$ cat config.mk
export PLATFORM = sky130hd
export DESIGN_NAME = char_lcd_i2c_nibble_sequencer
export DESIGN_NICKNAME = d
export VERILOG_FILES = /design/src/sv/lcdn_pkg.sv /design/src/sv/lcdn_front.sv /design/src/sv/lcdn_fifo.sv /design/src/sv/lcdn_back.sv /design/src/sv/char_lcd_i2c_nibble_sequencer.sv
export SDC_FILE = /design/constraint.sdc
export NUM_CORES = 1
export LEC_CHECK = 0
export BUFFER_PORTS_ARGS = -buffer_cell sky130_fd_sc_hd__buf_2
export CORE_MARGIN = 1
export CORE_UTILIZATION = 30
export DETAILED_ROUTE_END_ITERATION = 8
export GPL_ROUTABILITY_DRIVEN = 0
export HOLD_SLACK_MARGIN = 0.06
export REMOVE_ABC_BUFFERS = 1
export SYNTH_ARGS = -nofsm -noshare
export SYNTH_HDL_FRONTEND = slang
export SYNTH_SLANG_ARGS = --single-unit
$ cat constraint.sdc
create_clock -name i_clk -period 2.4 [get_ports i_clk]
set_input_delay 0 -clock i_clk [delete_from_list [all_inputs] [get_ports i_clk]]
set_output_delay 0 -clock i_clk [all_outputs]
set_load 0.1 [all_outputs]
$ cat src/sv/lcdn_pkg.sv
// ----------------------------------------------------------------------------
// lcdn_pkg
// Shared types, command codes and constants for the character LCD nibble
// sequencer (4-bit controller mode behind an I2C port expander).
// ----------------------------------------------------------------------------
package lcdn_pkg;

    // Command codes of the input beat
    localparam logic [2:0] CMD_WRITE_CHAR = 3'd0;
    localparam logic [2:0] CMD_SET_CURSOR = 3'd1;
    localparam logic [2:0] CMD_DISP_CTRL  = 3'd2;
    localparam logic [2:0] CMD_CLEAR      = 3'd3;
    localparam logic [2:0] CMD_INIT       = 3'd4;
    localparam logic [2:0] CMD_SHUTDOWN   = 3'd5;

    // Configuration register indexes
    localparam int unsigned CFG_IDX_W  = 1;
    localparam int unsigned CFG_DATA_W = 4;
    localparam logic [CFG_IDX_W-1:0] CFG_PULSE_WAIT   = 1'd0;
    localparam logic [CFG_IDX_W-1:0] CFG_COMMAND_WAIT = 1'd1;
    localparam logic [CFG_DATA_W-1:0] PULSE_WAIT_RST   = 4'd1;
    localparam logic [CFG_DATA_W-1:0] COMMAND_WAIT_RST = 4'd4;

    // Field widths
    localparam int unsigned WAIT_W = 5;
    localparam int unsigned IN_TDATA_W  = 24;
    localparam int unsigned OUT_TDATA_W = 16;

    // Controller bytes
    localparam logic [7:0] LCD_CURSOR_ROW0 = 8'h80;
    localparam logic [7:0] LCD_CURSOR_ROW1 = 8'hC0;
    localparam logic [7:0] LCD_DISP_ON     = 8'h0C;
    localparam logic [7:0] LCD_CLEAR       = 8'h01;
    localparam logic [7:0] LCD_DISP_OFF    = 8'h08;

    // Steps per controller byte, bytes per init run
    localparam logic [2:0] STEP_LAST = 3'd5;
    localparam logic [2:0] INIT_LAST = 3'd5;

    // Default job queue depth
    localparam int unsigned JOB_FIFO_DEPTH = 4;

    // One classified command waiting for the back end
    typedef struct packed {
        logic       init;     // run the six-byte init sequence
        logic       rejected; // bad cursor position, one empty result
        logic       clr;      // double settle time on the final nibble
        logic       rs;       // register select (character data)
        logic       bl;       // backlight bit for every byte
        logic [7:0] value;    // controller byte when not init
    } t_job;

    // Init sequence, one controller byte per index
    function automatic logic [7:0] init_byte(input logic [2:0] idx);
        logic [7:0] b;
        case (idx)
            3'd0:    b = 8'h02;
            3'd1:    b = 8'h28;
            3'd2:    b = 8'h0C;
            3'd3:    b = 8'h06;
            3'd4:    b = 8'h80;
            3'd5:    b = 8'h01;
            default: b = 8'h00;
        endcase
        return b;
    endfunction

endpackage

$ cat src/sv/lcdn_front.sv
// ----------------------------------------------------------------------------
// lcdn_front
// Accepts command beats, checks the cursor position, tracks the backlight
// state and pushes one classified job per known command into the queue.
// ----------------------------------------------------------------------------
module lcdn_front (
    input  logic               i_clk,
    input  logic               i_rst_n,
    input  logic               i_tvalid,
    output logic               o_tready,
    input  logic [2:0]         i_command,
    input  logic [7:0]         i_char_code,
    input  logic [5:0]         i_column,
    input  logic [1:0]         i_row,
    input  logic               i_light,
    input  logic               i_cursor,
    input  logic               i_blink,
    input  logic               i_full,
    output logic               o_push,
    output lcdn_pkg::t_job     o_job
);
    import lcdn_pkg::*;

    logic r_bl;
    logic n_bl;
    logic known;
    logic accept;

    assign o_tready = !i_full;
    assign accept   = i_tvalid && o_tready;

    // Classify the command and work out the new backlight state
    always_comb begin
        known = 1'b1;
        n_bl  = r_bl;
        o_job = '0;
        case (i_command)
            CMD_WRITE_CHAR: begin
                o_job.value = i_char_code;
                o_job.rs    = 1'b1;
            end
            CMD_SET_CURSOR: begin
                if (i_column > 6'd15 || i_row > 2'd1) begin
                    o_job.rejected = 1'b1;
                end else begin
                    o_job.value = (i_row[0] ? LCD_CURSOR_ROW1 : LCD_CURSOR_ROW0)
                                  | {4'b0, i_column[3:0]};
                end
            end
            CMD_DISP_CTRL: begin
                n_bl        = i_light;
                o_job.value = LCD_DISP_ON | {6'b0, i_cursor, i_blink};
            end
            CMD_CLEAR: begin
                o_job.value = LCD_CLEAR;
                o_job.clr   = 1'b1;
            end
            CMD_INIT: begin
                n_bl       = 1'b1;
                o_job.init = 1'b1;
                o_job.clr  = 1'b1;
            end
            CMD_SHUTDOWN: begin
                n_bl        = 1'b0;
                o_job.value = LCD_DISP_OFF;
            end
            default: begin
                known = 1'b0;
            end
        endcase
        o_job.bl = n_bl;
    end

    assign o_push = accept && known;

    // Hold backlight state, update on accepted commands
    always_ff @(posedge i_clk) begin
        if (!i_rst_n) begin
            r_bl <= 1'b1;
        end else if (o_push) begin
            r_bl <= n_bl;
        end
    end

    // Push only when the queue has room
    a_push_room: assert property (@(posedge i_clk) disable iff (!i_rst_n)
        o_push |-> !i_full)
        else $error("front pushed into a full queue");

    // Rejected jobs never carry a payload byte
    a_rej_empty: assert property (@(posedge i_clk) disable iff (!i_rst_n)
        (o_push && o_job.rejected) |-> (o_job.value == 8'h00 && !o_job.init))
        else $error("rejected job carries a byte");

    // Shutdown leaves the backlight off on the next cycle
    a_shutdown_bl: assert property (@(posedge i_clk) disable iff (!i_rst_n)
        (o_push && i_command == CMD_SHUTDOWN) |=> !r_bl)
        else $error("backlight still on after shutdown");

endmodule

$ cat src/sv/lcdn_fifo.sv
// ----------------------------------------------------------------------------
// lcdn_fifo
// Short job queue between the command front end and the byte sequencer.
// ----------------------------------------------------------------------------
module lcdn_fifo #(
    parameter int unsigned DEPTH = lcdn_pkg::JOB_FIFO_DEPTH
) (
    input  logic           i_clk,
    input  logic           i_rst_n,
    input  logic           i_push,
    input  lcdn_pkg::t_job i_job,
    input  logic           i_pop,
    output logic           o_full,
    output logic           o_valid,
    output lcdn_pkg::t_job o_job
);
    import lcdn_pkg::*;

    localparam int unsigned PTR_W = (DEPTH > 1) ? $clog2(DEPTH) : 1;
    localparam int unsigned CNT_W = $clog2(DEPTH + 1);

    t_job             r_mem [DEPTH];
    logic [PTR_W-1:0] r_wr_ptr;
    logic [PTR_W-1:0] r_rd_ptr;
    logic [CNT_W-1:0] r_count;
    logic             do_push;
    logic             do_pop;

    assign o_full  = (r_count == CNT_W'(DEPTH));
    assign o_valid = (r_count != '0);
    assign o_job   = r_mem[r_rd_ptr];
    assign do_push = i_push && !o_full;
    assign do_pop  = i_pop && o_valid;

    // Store pushed jobs
    always_ff @(posedge i_clk) begin
        if (do_push) begin
            r_mem[r_wr_ptr] <= i_job;
        end
    end

    // Advance pointers and count
    always_ff @(posedge i_clk) begin
        if (!i_rst_n) begin
            r_wr_ptr <= '0;
            r_rd_ptr <= '0;
            r_count  <= '0;
        end else begin
            if (do_push) begin
                r_wr_ptr <= (r_wr_ptr == PTR_W'(DEPTH - 1)) ? '0 : r_wr_ptr + 1'b1;
            end
            if (do_pop) begin
                r_rd_ptr <= (r_rd_ptr == PTR_W'(DEPTH - 1)) ? '0 : r_rd_ptr + 1'b1;
            end
            case ({do_push, do_pop})
                2'b10:   r_count <= r_count + 1'b1;
                2'b01:   r_count <= r_count - 1'b1;
                default: r_count <= r_count;
            endcase
        end
    end

    a_count_range: assert property (@(posedge i_clk) disable iff (!i_rst_n)
        r_count <= CNT_W'(DEPTH))
        else $error("job queue overflow");

    a_pop_valid: assert property (@(posedge i_clk) disable iff (!i_rst_n)
        i_pop |-> o_valid)
        else $error("pop from empty job queue");

    a_count_track: assert property (@(posedge i_clk) disable iff (!i_rst_n)
        (do_push && !do_pop) |=> (r_count == $past(r_count) + 1'b1))
        else $error("job count did not follow a push");

endmodule

$ cat src/sv/lcdn_back.sv
// ----------------------------------------------------------------------------
// lcdn_back
// Walks the head job through its controller bytes, six expander beats per
// byte, and drives the registered result stage.
// ----------------------------------------------------------------------------
module lcdn_back (
    input  logic                                i_clk,
    input  logic                                i_rst_n,
    input  logic                                i_job_valid,
    input  lcdn_pkg::t_job                      i_job,
    output logic                                o_pop,
    input  logic [lcdn_pkg::CFG_DATA_W-1:0]     i_pulse_wait,
    input  logic [lcdn_pkg::CFG_DATA_W-1:0]     i_command_wait,
    output logic                                o_valid,
    input  logic                                i_ready,
    output logic [7:0]                          o_byte,
    output logic [lcdn_pkg::WAIT_W-1:0]         o_wait,
    output logic                                o_last,
    output logic                                o_rejected
);
    import lcdn_pkg::*;

    logic [2:0]        r_step;
    logic [2:0]        r_idx;
    logic              r_valid;
    logic [7:0]        r_byte;
    logic [WAIT_W-1:0] r_wait;
    logic              r_last;
    logic              r_rej;

    logic              load;
    logic [7:0]        value;
    logic [3:0]        nib;
    logic              en;
    logic              final_byte;
    logic [7:0]        n_byte;
    logic [WAIT_W-1:0] n_wait;
    logic              n_last;
    logic [WAIT_W-1:0] pulse_w;
    logic [WAIT_W-1:0] cmd_w;

    assign pulse_w = {1'b0, i_pulse_wait};
    assign cmd_w   = {1'b0, i_command_wait};
    assign load    = i_job_valid && (!r_valid || i_ready);

    // Build the current expander beat from the head job
    always_comb begin
        value      = i_job.init ? init_byte(r_idx) : i_job.value;
        nib        = (r_step < 3'd3) ? value[7:4] : value[3:0];
        en         = (r_step == 3'd1) || (r_step == 3'd4);
        final_byte = !i_job.init || (r_idx == INIT_LAST);
        n_byte     = {nib, i_job.bl, en, 1'b0, i_job.rs};
        n_last     = (r_step == STEP_LAST) && final_byte;
        case (r_step)
            3'd2:    n_wait = cmd_w;
            3'd5:    n_wait = (final_byte && i_job.clr) ? cmd_w + cmd_w : cmd_w;
            default: n_wait = pulse_w;
        endcase
        if (i_job.rejected) begin
            n_byte = 8'h00;
            n_wait = '0;
            n_last = 1'b1;
        end
    end

    assign o_pop = load && n_last;

    // Advance through nibble steps and init bytes
    always_ff @(posedge i_clk) begin
        if (!i_rst_n) begin
            r_step  <= '0;
            r_idx   <= '0;
            r_valid <= 1'b0;
        end else begin
            if (load) begin
                r_valid <= 1'b1;
                if (n_last) begin
                    r_step <= '0;
                    r_idx  <= '0;
                end else if (r_step == STEP_LAST) begin
                    r_step <= '0;
                    r_idx  <= r_idx + 1'b1;
                end else begin
                    r_step <= r_step + 1'b1;
                end
            end else if (i_ready) begin
                r_valid <= 1'b0;
            end
        end
    end

    // Hold the result payload until taken
    always_ff @(posedge i_clk) begin
        if (load) begin
            r_byte <= n_byte;
            r_wait <= n_wait;
            r_last <= n_last;
            r_rej  <= i_job.rejected;
        end
    end

    assign o_valid    = r_valid;
    assign o_byte     = r_byte;
    assign o_wait     = r_wait;
    assign o_last     = r_last;
    assign o_rejected = r_rej;

    a_step_range: assert property (@(posedge i_clk) disable iff (!i_rst_n)
        r_step <= STEP_LAST && r_idx <= INIT_LAST)
        else $error("sequencer counters out of range");

    a_mid_job: assert property (@(posedge i_clk) disable iff (!i_rst_n)
        (r_step != 3'd0 || r_idx != 3'd0) |-> i_job_valid)
        else $error("job left the queue mid sequence");

    a_rej_result: assert property (@(posedge i_clk) disable iff (!i_rst_n)
        (r_valid && r_rej) |-> (r_last && r_byte == 8'h00 && r_wait == '0))
        else $error("malformed rejected result");

    a_enable_pulse: assert property (@(posedge i_clk) disable iff (!i_rst_n)
        (load && !i_job.rejected && (r_step == 3'd1 || r_step == 3'd4)) |=> r_byte[2])
        else $error("enable missing on strobe beat");

endmodule

$ cat src/sv/char_lcd_i2c_nibble_sequencer.sv
// ----------------------------------------------------------------------------
// char_lcd_i2c_nibble_sequencer
// The command beat is written into the job queue and the first result beat is
// then registered from its head. Throughput: one result beat per cycle while
// m_axis_tready is high; 6 beats per command, 36 for init, 1 for a rejected
// cursor position, none for unused codes, paced by the single output register.
// Reset (synchronous, active low): queue empty, backlight on, waits 1 and 4.
// ----------------------------------------------------------------------------
module char_lcd_i2c_nibble_sequencer #(
    parameter int unsigned FIFO_DEPTH = lcdn_pkg::JOB_FIFO_DEPTH
) (
    input  logic                                i_clk,
    input  logic                                i_rst_n,
    // configuration write port
    input  logic                                i_cfg_we,
    input  logic [lcdn_pkg::CFG_IDX_W-1:0]      i_cfg_index,
    input  logic [lcdn_pkg::CFG_DATA_W-1:0]     i_cfg_data,
    // command beats
    input  logic                                s_axis_tvalid,
    output logic                                s_axis_tready,
    // command[2:0], char_code[10:3], column[16:11], row[18:17],
    // light_request[19], cursor_request[20], blink_request[21], zero[23:22]
    input  logic [lcdn_pkg::IN_TDATA_W-1:0]     s_axis_tdata,
    // result beats
    output logic                                m_axis_tvalid,
    input  logic                                m_axis_tready,
    // expander_byte[7:0], wait_ms[12:8], zero[15:13]
    output logic [lcdn_pkg::OUT_TDATA_W-1:0]    m_axis_tdata,
    output logic                                m_axis_tlast,
    // rejected[0]
    output logic                                m_axis_tuser
);
    import lcdn_pkg::*;

    logic [CFG_DATA_W-1:0] r_pulse_wait;
    logic [CFG_DATA_W-1:0] r_command_wait;
    logic                  full;
    logic                  push;
    logic                  pop;
    logic                  job_valid;
    t_job                  push_job;
    t_job                  head_job;
    logic [7:0]            out_byte;
    logic [WAIT_W-1:0]     out_wait;

    // Capture configuration writes
    always_ff @(posedge i_clk) begin
        if (!i_rst_n) begin
            r_pulse_wait   <= PULSE_WAIT_RST;
            r_command_wait <= COMMAND_WAIT_RST;
        end else if (i_cfg_we) begin
            case (i_cfg_index)
                CFG_PULSE_WAIT:   r_pulse_wait   <= i_cfg_data;
                CFG_COMMAND_WAIT: r_command_wait <= i_cfg_data;
                default:          r_pulse_wait   <= r_pulse_wait;
            endcase
        end
    end

    lcdn_front u_front (
        .i_clk       (i_clk),
        .i_rst_n     (i_rst_n),
        .i_tvalid    (s_axis_tvalid),
        .o_tready    (s_axis_tready),
        .i_command   (s_axis_tdata[2:0]),
        .i_char_code (s_axis_tdata[10:3]),
        .i_column    (s_axis_tdata[16:11]),
        .i_row       (s_axis_tdata[18:17]),
        .i_light     (s_axis_tdata[19]),
        .i_cursor    (s_axis_tdata[20]),
        .i_blink     (s_axis_tdata[21]),
        .i_full      (full),
        .o_push      (push),
        .o_job       (push_job)
    );

    lcdn_fifo #(
        .DEPTH (FIFO_DEPTH)
    ) u_fifo (
        .i_clk   (i_clk),
        .i_rst_n (i_rst_n),
        .i_push  (push),
        .i_job   (push_job),
        .i_pop   (pop),
        .o_full  (full),
        .o_valid (job_valid),
        .o_job   (head_job)
    );

    lcdn_back u_back (
        .i_clk          (i_clk),
        .i_rst_n        (i_rst_n),
        .i_job_valid    (job_valid),
        .i_job          (head_job),
        .o_pop          (pop),
        .i_pulse_wait   (r_pulse_wait),
        .i_command_wait (r_command_wait),
        .o_valid        (m_axis_tvalid),
        .i_ready        (m_axis_tready),
        .o_byte         (out_byte),
        .o_wait         (out_wait),
        .o_last         (m_axis_tlast),
        .o_rejected     (m_axis_tuser)
    );

    assign m_axis_tdata = {3'b000, out_wait, out_byte};

endmodule

==> results of run 1 <==
## placed cells by master (no fill, tap or decap), drive strengths merged, types with 3 or more instances in the layout
cell and instances:
o31ai 3, clkbuf 10, nor3 8, ha 11, mux2i 13, or3 6
nor2b 10, a221o 3, edfxtp 66, a21o 4, buf 69, inv 15
nand2 27, dfxtp 25, mux4 11, nand3 13, mux2 5, xnor2 4
dlygate4sd3 18, a21boi 9, and2 8, a21oi 5, o21ai 10, and3 3
nor2 10, conb 4
## worst max-delay path, delay by kind of cell (launching register included)
family,cells,cell delay (ns)
xor+xnor,1,0.15
fa+ha+maj,3,0.73
buf+inv,1,0.05
compound gates,4,0.64
flops,1,0.34
simple gates,1,0.30
## worst min path at each step
stage,start,end,slack (ns),cells past startpoint
4_1_cts,s_axis_tdata[13],u_fifo.r_mem[1][2]$_DFFE_PP_,0.07,3
5_1_grt,i_rst_n,u_front.r_bl$_SDFFE_PN1N_,0.11,2
6_report,s_axis_tdata[13],u_fifo.r_mem[1][2]$_DFFE_PP_,0.06,3
3_3_place_gp,i_cfg_data[0],r_pulse_wait[0]$_SDFFE_PN1P_,0.23,3
2_1_floorplan,i_rst_n,r_pulse_wait[0]$_SDFFE_PN1P_,0.06,1
3_5_place_dp,i_cfg_data[0],r_pulse_wait[0]$_SDFFE_PN1P_,0.24,3
## routing by layer
layer	up-vias	GRT usage (%)
met5	-	0
met4	0	4.063
met3	9	3.660
met2	53	20.81
met1	1324	15.46
li1	1345	-
## power by group through the flow
stage               clock [mW]  combinational (mW)  sequential (mW)
floorplan                    0               0.798             3.19
global placement             0                2.35             2.15
detailed placement           0                2.37             2.16
CTS                       1.60                2.44             2.13
global route              1.67                2.60             2.16
finish                    1.57                2.44             2.13
## stage by stage
stage	TNS [ns]	hold slack, ns
5_1_grt	-0.02710	0.1082
2_1_floorplan	-0.5304	0.06194
6_report	0	0.06226
3_5_place_dp	-0.2183	0.2440
4_1_cts	0	0.07206
3_3_place_gp	-0.05721	0.2306
## state kept, by name (all words and copies together), names as in the netlist, 2 cells and up, named ones only
name and count:
r_pulse_wait 4, u_back.o_byte 7, r_command_wait 4, u_fifo.r_wr_ptr 2, u_fifo.r_rd_ptr 2, u_back.o_wait 5
u_back.r_idx 3, u_fifo.r_mem 52, u_back.r_step 3, u_fifo.r_count 3
## kinds of logic after synthesis
group,after synthesis
multiplexers,29
XOR/XNOR,4
AO/OA/AOI/OAI,50
flip-flops,91
other,1
AND/OR/NAND/NOR,99
buffers and inverters,32
adder cells (fa/ha/maj),12
## cell type report
| type | count | area [µm²] | area share (%) |
|---|---|---|---|
| repair buffers | 87 | 580.6 | 11.10 |
| well taps | 176 | 220.2 | 4.211 |
| multi-input cells | 198 | 1564 | 29.90 |
| clock inverters | 6 | 93.84 | 1.794 |
| inverters | 12 | 47.55 | 0.9091 |
| clock buffers | 10 | 239.0 | 4.569 |
| flip-flops and latches | 91 | 2485 | 47.51 |
## what timing repair did
item	CTS	global route
pin swaps	2	6
setup buffers	2	0
gates resized for setup	6	7
endpoints found under the hold margin	36	0
setup endpoints to repair	1	2
hold buffers	18	0
==> flow_metrics.env, run 1 <==
export IMPL_grt_usage_pct=12.48
export IMPL_yosys_area_top_type_share_pct=47.74
export IMPL_timing_rr_start="u_back.r_idx[1]$_SDFFE_PN0P_"
export IMPL_fp_dieW_um=119.6
export IMPL_start_util_pct=31.10
export IMPL_drt_pass1_iterations=6
export IMPL_clock_skew_ns=0.009679
export IMPL_crit_chain="inv_2 -> ha_4 -> a21bo_4 -> o22ai_2 -> o22ai_2 -> ha_2 -> fa_2 -> xnor2_2 -> or3_1 -> a21boi_1"
export IMPL_synth_distinct_cells=54
export IMPL_rows=42
export IMPL_timing_final_ws_setup_ns=0.1031
export IMPL_worst_path_max_fanout=3
export IMPL_wire_per_inst_um=14.16
export IMPL_overflow=0
export IMPL_synth_top_family_by_area="simple AND/OR/NAND/NOR gates"
export IMPL_finalCriticalPeriod_ns=2.297
export IMPL_crit_arrival_ns=2.56
export IMPL_clk_pin_slew_ns=0.06
export IMPL_design_area_um2=5230
export IMPL_combPwrFrac_pct=39.8
export IMPL_wl_met3_um=319
export IMPL_post_place_ws_ns=-0.2183
export IMPL_num_io_pins=54
export IMPL_synth_area_leaders="edfxtp_1 48%, dfxtp_1 12%, mux4_2 6.0%"
export IMPL_cts_buffers=9
export IMPL_root_buffer="clkbuf_16"
export IMPL_reg2reg_to="u_fifo.r_count[2]$_SDFFE_PN0P_"
export IMPL_synth_xor_area_share_pct=0.8439
export IMPL_drc=0
export IMPL_critPathLaunch="u_back.r_idx[1]$_SDFFE_PN0P_"
export IMPL_synthCells=318
export IMPL_worstSkewPairLatency_ns=0.35
export IMPL_cts_sinks=91
export IMPL_dp_hpwl_mm=5.581
export IMPL_crit_path_frequent_cell="o22ai_2"
export IMPL_nets=445
export IMPL_worstSetupPathType="reg -> reg"
export IMPL_fmaxAchievable_ghz=0.4354
export IMPL_vias=2731
export IMPL_crit_end="u_fifo.r_count[2]$_SDFFE_PN0P_"
export IMPL_rsz0062_at_grt="true"
export IMPL_wl_met2_mm=3.917
export IMPL_seqPwrFrac_pct=34.6
export IMPL_worstSetupStartpointType="register"
export IMPL_core_area_um2=13350
export IMPL_total_power_mw=6.135
export IMPL_outcome="finished clean"
export IMPL_ant_nets=0
export IMPL_ir_drop_mv=0.4450
export IMPL_syn_area_per_cell_um2=13.05
export IMPL_drt_met1_wl_mm=3.871
export IMPL_placed_area_um2=4656
export IMPL_ff2ff_path_depth=10
export IMPL_crit_path_end_kind="register"
export IMPL_power_leakage_nw=1.947
export IMPL_port_buffers=47
export IMPL_cap_violations=0
export IMPL_wl_mm=8.214
export IMPL_synthToLayoutAreaGrowth_pct=25.98
export IMPL_cpPeakStageDelay_ns=0.38
export IMPL_drt_iter0_markers=92
export IMPL_grt_pass1_vias=2766
export IMPL_grt_pass1_wl_mm=13.67
export IMPL_grt_max_degree=27
export IMPL_synth_edff_count=66
export IMPL_slew_limit_headroom_pct=53.14
export IMPL_fin_crit_sh_pct=95.71
export IMPL_place_inst=544
export IMPL_yosys_mux_area_fraction_pct=10.55
export IMPL_htreeDepth=3
export IMPL_dieArea_um2=14310
export IMPL_n_antenna_cell=0
export IMPL_cpMaxStageDelayCell="fa_2"
export IMPL_seq_area_frac_synth_pct=59.80
export IMPL_yosysWarningCount=0
export IMPL_p_int_mw=3.667
export IMPL_setup_viol=0
export IMPL_drive_gt1_share_pct=28.71
export IMPL_finalMaxSlewViolations=0
export IMPL_async_reset_ff_share_pct=0
export IMPL_synth_compound_area_share_pct=8.559
export IMPL_swShare_pct=40.22
export IMPL_synth_area_um2=4151
export IMPL_synth_top_area_cell="edfxtp_1"
export IMPL_final_core_util_pct=39.18
export IMPL_cts_buffer_depth=2
export IMPL_yosys_area_share_simple_pct=12.51
export IMPL_p_per_area_nw_per_um2=1173
export IMPL_synth_common_cells="66 x edfxtp_1, 27 x nand2_1, 25 x dfxtp_1"
export IMPL_hold_path_class="in -> reg"
export IMPL_synth_most_common_cell="edfxtp_1"
export IMPL_clock_power_share_pct=25.5
export IMPL_worst_pin_slew_ns=0.7029
export IMPL_fill_cells=1277
export IMPL_cts_tree="built"
export IMPL_hold_viol_final=0
export IMPL_instances_no_fill=580
export IMPL_viasPerCell=4.709
export IMPL_synth_fa_ha_area_share_pct=3.797
export IMPL_required_ns=2.66
export IMPL_dr_max_layer_used="met4"
export IMPL_r2r_slack_ns=0.10
export IMPL_antenna_found_initial=0
export IMPL_p_sw_mw=2.468
export IMPL_die_y_um=119.6
export IMPL_synth_seq_cells=91
export IMPL_ys_flop_type="edfxtp_1"
Note: power is estimated with default switching activity, not from simulation.
==> run 2, diff against run 1 <==
==> constraint.sdc (replaced) <==
create_clock -name i_clk -period 2.5 [get_ports i_clk]
set_input_delay 0 -clock i_clk [delete_from_list [all_inputs] [get_ports i_clk]]
set_output_delay 0 -clock i_clk [all_outputs]
set_load 0.1 [all_outputs]
==> run 2 against run 1 <==
  * Critical path depth unchanged
  * Combinational power decreased by 7%
  * Hold slack improved by 0.013 ns
  * Critical endpoint unchanged
  * Die area unchanged
  * Non-clock buffer count decreased by 12
==> flow_metrics.env, run 2 (synthesis results as in run 1) <==
export IMPL_cpMaxStageDelayCell="fa_1"
export IMPL_design_area_um2=5031
export IMPL_final_core_util_pct=37.69
export IMPL_setup_viol=0
export IMPL_wire_per_inst_um=14.10
export IMPL_vias=2654
export IMPL_placed_area_um2=4603
export IMPL_cts_buffer_depth=2
export IMPL_ir_drop_mv=0.4667
export IMPL_ff2ff_path_depth=10
export IMPL_worstSetupStartpointType="register"
export IMPL_outcome="finished clean"
export IMPL_rows=42
export IMPL_hold_path_class="in -> reg"
export IMPL_multi_input_area_um2=1538
export IMPL_r2r_slack_ns=0.1
export IMPL_fp_dieW_um=119.6
export IMPL_drc=0
export IMPL_registers_top_by_ff_count="u_fifo.r_mem"
export IMPL_port_buffers=47
export IMPL_synthToLayoutAreaGrowth_pct=21.19
export IMPL_worst_pin_slew_ns=0.7238
export IMPL_dieArea_um2=14310
export IMPL_fin_setup_tns_ns=0
export IMPL_crit_path_end_kind="register"
export IMPL_start_util_pct=31.10
export IMPL_num_io_pins=54
export IMPL_power_leakage_nw=1.842
export IMPL_reg2reg_to="u_fifo.r_count[2]$_SDFFE_PN0P_"
export IMPL_required_ns=2.76
export IMPL_fin_crit_sh_pct=96.17
export IMPL_worstSkewPairLatency_ns=0.33
export IMPL_cap_violations=0
export IMPL_cts_buffers=9
export IMPL_fmaxAchievable_ghz=0.4159
export IMPL_die_y_um=119.6
export IMPL_instances_no_fill=567
export IMPL_drt_pass1_iterations=4
export IMPL_timing_final_ws_setup_ns=0.09579
export IMPL_final_common_cell="edfxtp_1"
export IMPL_grt_usage_pct=11.96
export IMPL_finalCriticalPeriod_ns=2.404
export IMPL_p_per_area_nw_per_um2=1095
export IMPL_drt_iter0_markers=116
export IMPL_cpPeakStageDelay_ns=0.43
export IMPL_critPathLaunch="u_back.r_idx[1]$_SDFFE_PN0P_"
export IMPL_fill_cells=1306
export IMPL_largest_reg_flops=52
export IMPL_clk_pin_slew_ns=0.06
export IMPL_cts_sinks=91
export IMPL_post_place_ws_ns=-0.05552
export IMPL_grt_pass1_vias=2611
export IMPL_core_area_um2=13350
export IMPL_viasPerCell=4.681
export IMPL_slew_limit_headroom_pct=51.75
export IMPL_ff_latch_area_um2=2482
export IMPL_crit_end="u_fifo.r_count[2]$_SDFFE_PN0P_"
export IMPL_htreeDepth=3
export IMPL_grt_pass1_wl_mm=13.06
export IMPL_place_inst=537
export IMPL_finalMaxSlewViolations=0
export IMPL_root_buffer="clkbuf_16"
export IMPL_ant_nets=0
export IMPL_clock_skew_ns=0.006626
export IMPL_antenna_found_initial=0
export IMPL_wl_mm=7.992
export IMPL_cts_tree="built"
export IMPL_postCtsSetupRepairBufs=0
export IMPL_crit_arrival_ns=2.66
export IMPL_worstSetupPathType="reg -> reg"
export IMPL_drive_gt1_share_pct=24.81
export IMPL_nets=433
export IMPL_final_cell_mix="66 x edfxtp_1, 47 x buf_2, 27 x nand2_1"
export IMPL_timing_rr_start="u_back.r_idx[1]$_SDFFE_PN0P_"
export IMPL_dp_hpwl_mm=5.534
export IMPL_worst_path_max_fanout=3
export IMPL_n_antenna_cell=0
export IMPL_grt_max_degree=27
export IMPL_hold_depth=2
export IMPL_crit_chain="inv_1 -> ha_2 -> a21bo_2 -> o22ai_2 -> o22ai_2 -> ha_2 -> fa_1 -> xnor2_1 -> or3_1 -> a21boi_1"
export IMPL_overflow=0
export IMPL_hold_viol_final=0
-- run 2: changes by cell type in the layout (fill, tap and decap cells not counted), sizes merged --
| cell | change |
|---|---|
| buf | -9 |
| dlygate4sd3 | -3 |
| inv | -3 |
| clkinv | +2 |
| clkinvlp | +2 |
| bufinv | -2 |
-- run 2: final cells by class --
class	count	share of cell area [%]
timing repair buffer	75	9.600
clock inverter	5	0.6217
tap	176	4.377
sequential	91	49.34
multi-input combinational	198	30.56
inverter	12	0.9450
clock buffer	10	4.551
-- run 2: power by group --
| group | internal, mW | switching, mW | total, mW |
|---|---|---|---|
| Combinational | 0.606 | 1.66 | 2.27 |
| Sequential | 1.94 | 0.105 | 2.05 |
| Clock | 0.662 | 0.528 | 1.19 |
| Total | 3.21 | 2.30 | 5.51 |
-- run 2: how the worst min path moves through the flow --
stage	endpoint	slack, ns	start
4_1_cts	u_fifo.r_mem[2][3]$_DFFE_PP_	0.06	s_axis_tdata[14]
5_1_grt	r_command_wait[2]$_SDFFE_PN1P_	0.11	i_rst_n
2_1_floorplan	r_pulse_wait[0]$_SDFFE_PN1P_	0.06	i_rst_n
3_5_place_dp	r_pulse_wait[0]$_SDFFE_PN1P_	0.24	i_cfg_data[0]
6_report	r_command_wait[2]$_SDFFE_PN1P_	0.07	i_rst_n
3_3_place_gp	r_pulse_wait[0]$_SDFFE_PN1P_	0.23	i_cfg_data[0]
-- run 2: worst max-delay path: cells and delay by family, from the launching register on --
family / cells / cell delay (ns)
XOR/XNOR: 1 / 0.15
flip-flops: 1 / 0.32
AND/OR/NAND/NOR: 1 / 0.31
buffers and inverters: 1 / 0.07
adder cells (fa/ha/maj): 3 / 0.83
AO/OA/AOI/OAI: 4 / 0.65
-- run 2: per-layer routing --
| layer | routed length, µm | GRT usage, % | part of all wire, % |
|---|---|---|---|
| met3 | 306 | 2.614 | 3.8 |
| met4 | 85 | 4.766 | 1.1 |
| met1 | 3688 | 14.89 | 46 |
| met5 | 0 | 0 | 0 |
| met2 | 3912 | 20.12 | 49 |
-- run 2: through the flow --
step           hold WS [ns]  total power, mW
3_3_place_gp         0.2302            4.285
3_5_place_dp         0.2405            4.326
5_1_grt              0.1122            5.765
4_1_cts             0.06403            5.545
6_report            0.07499            5.508
2_1_floorplan       0.06194            3.824
-- run 2: repair_timing --
| item | in CTS | in global routing |
|---|---|---|
| pin swaps | 1 | 1 |
| hold buffers | 15 | 0 |
| endpoints found under the hold margin | 28 | 0 |
| setup endpoints to repair | 1 | 1 |
| gates resized for setup | 2 | 3 |
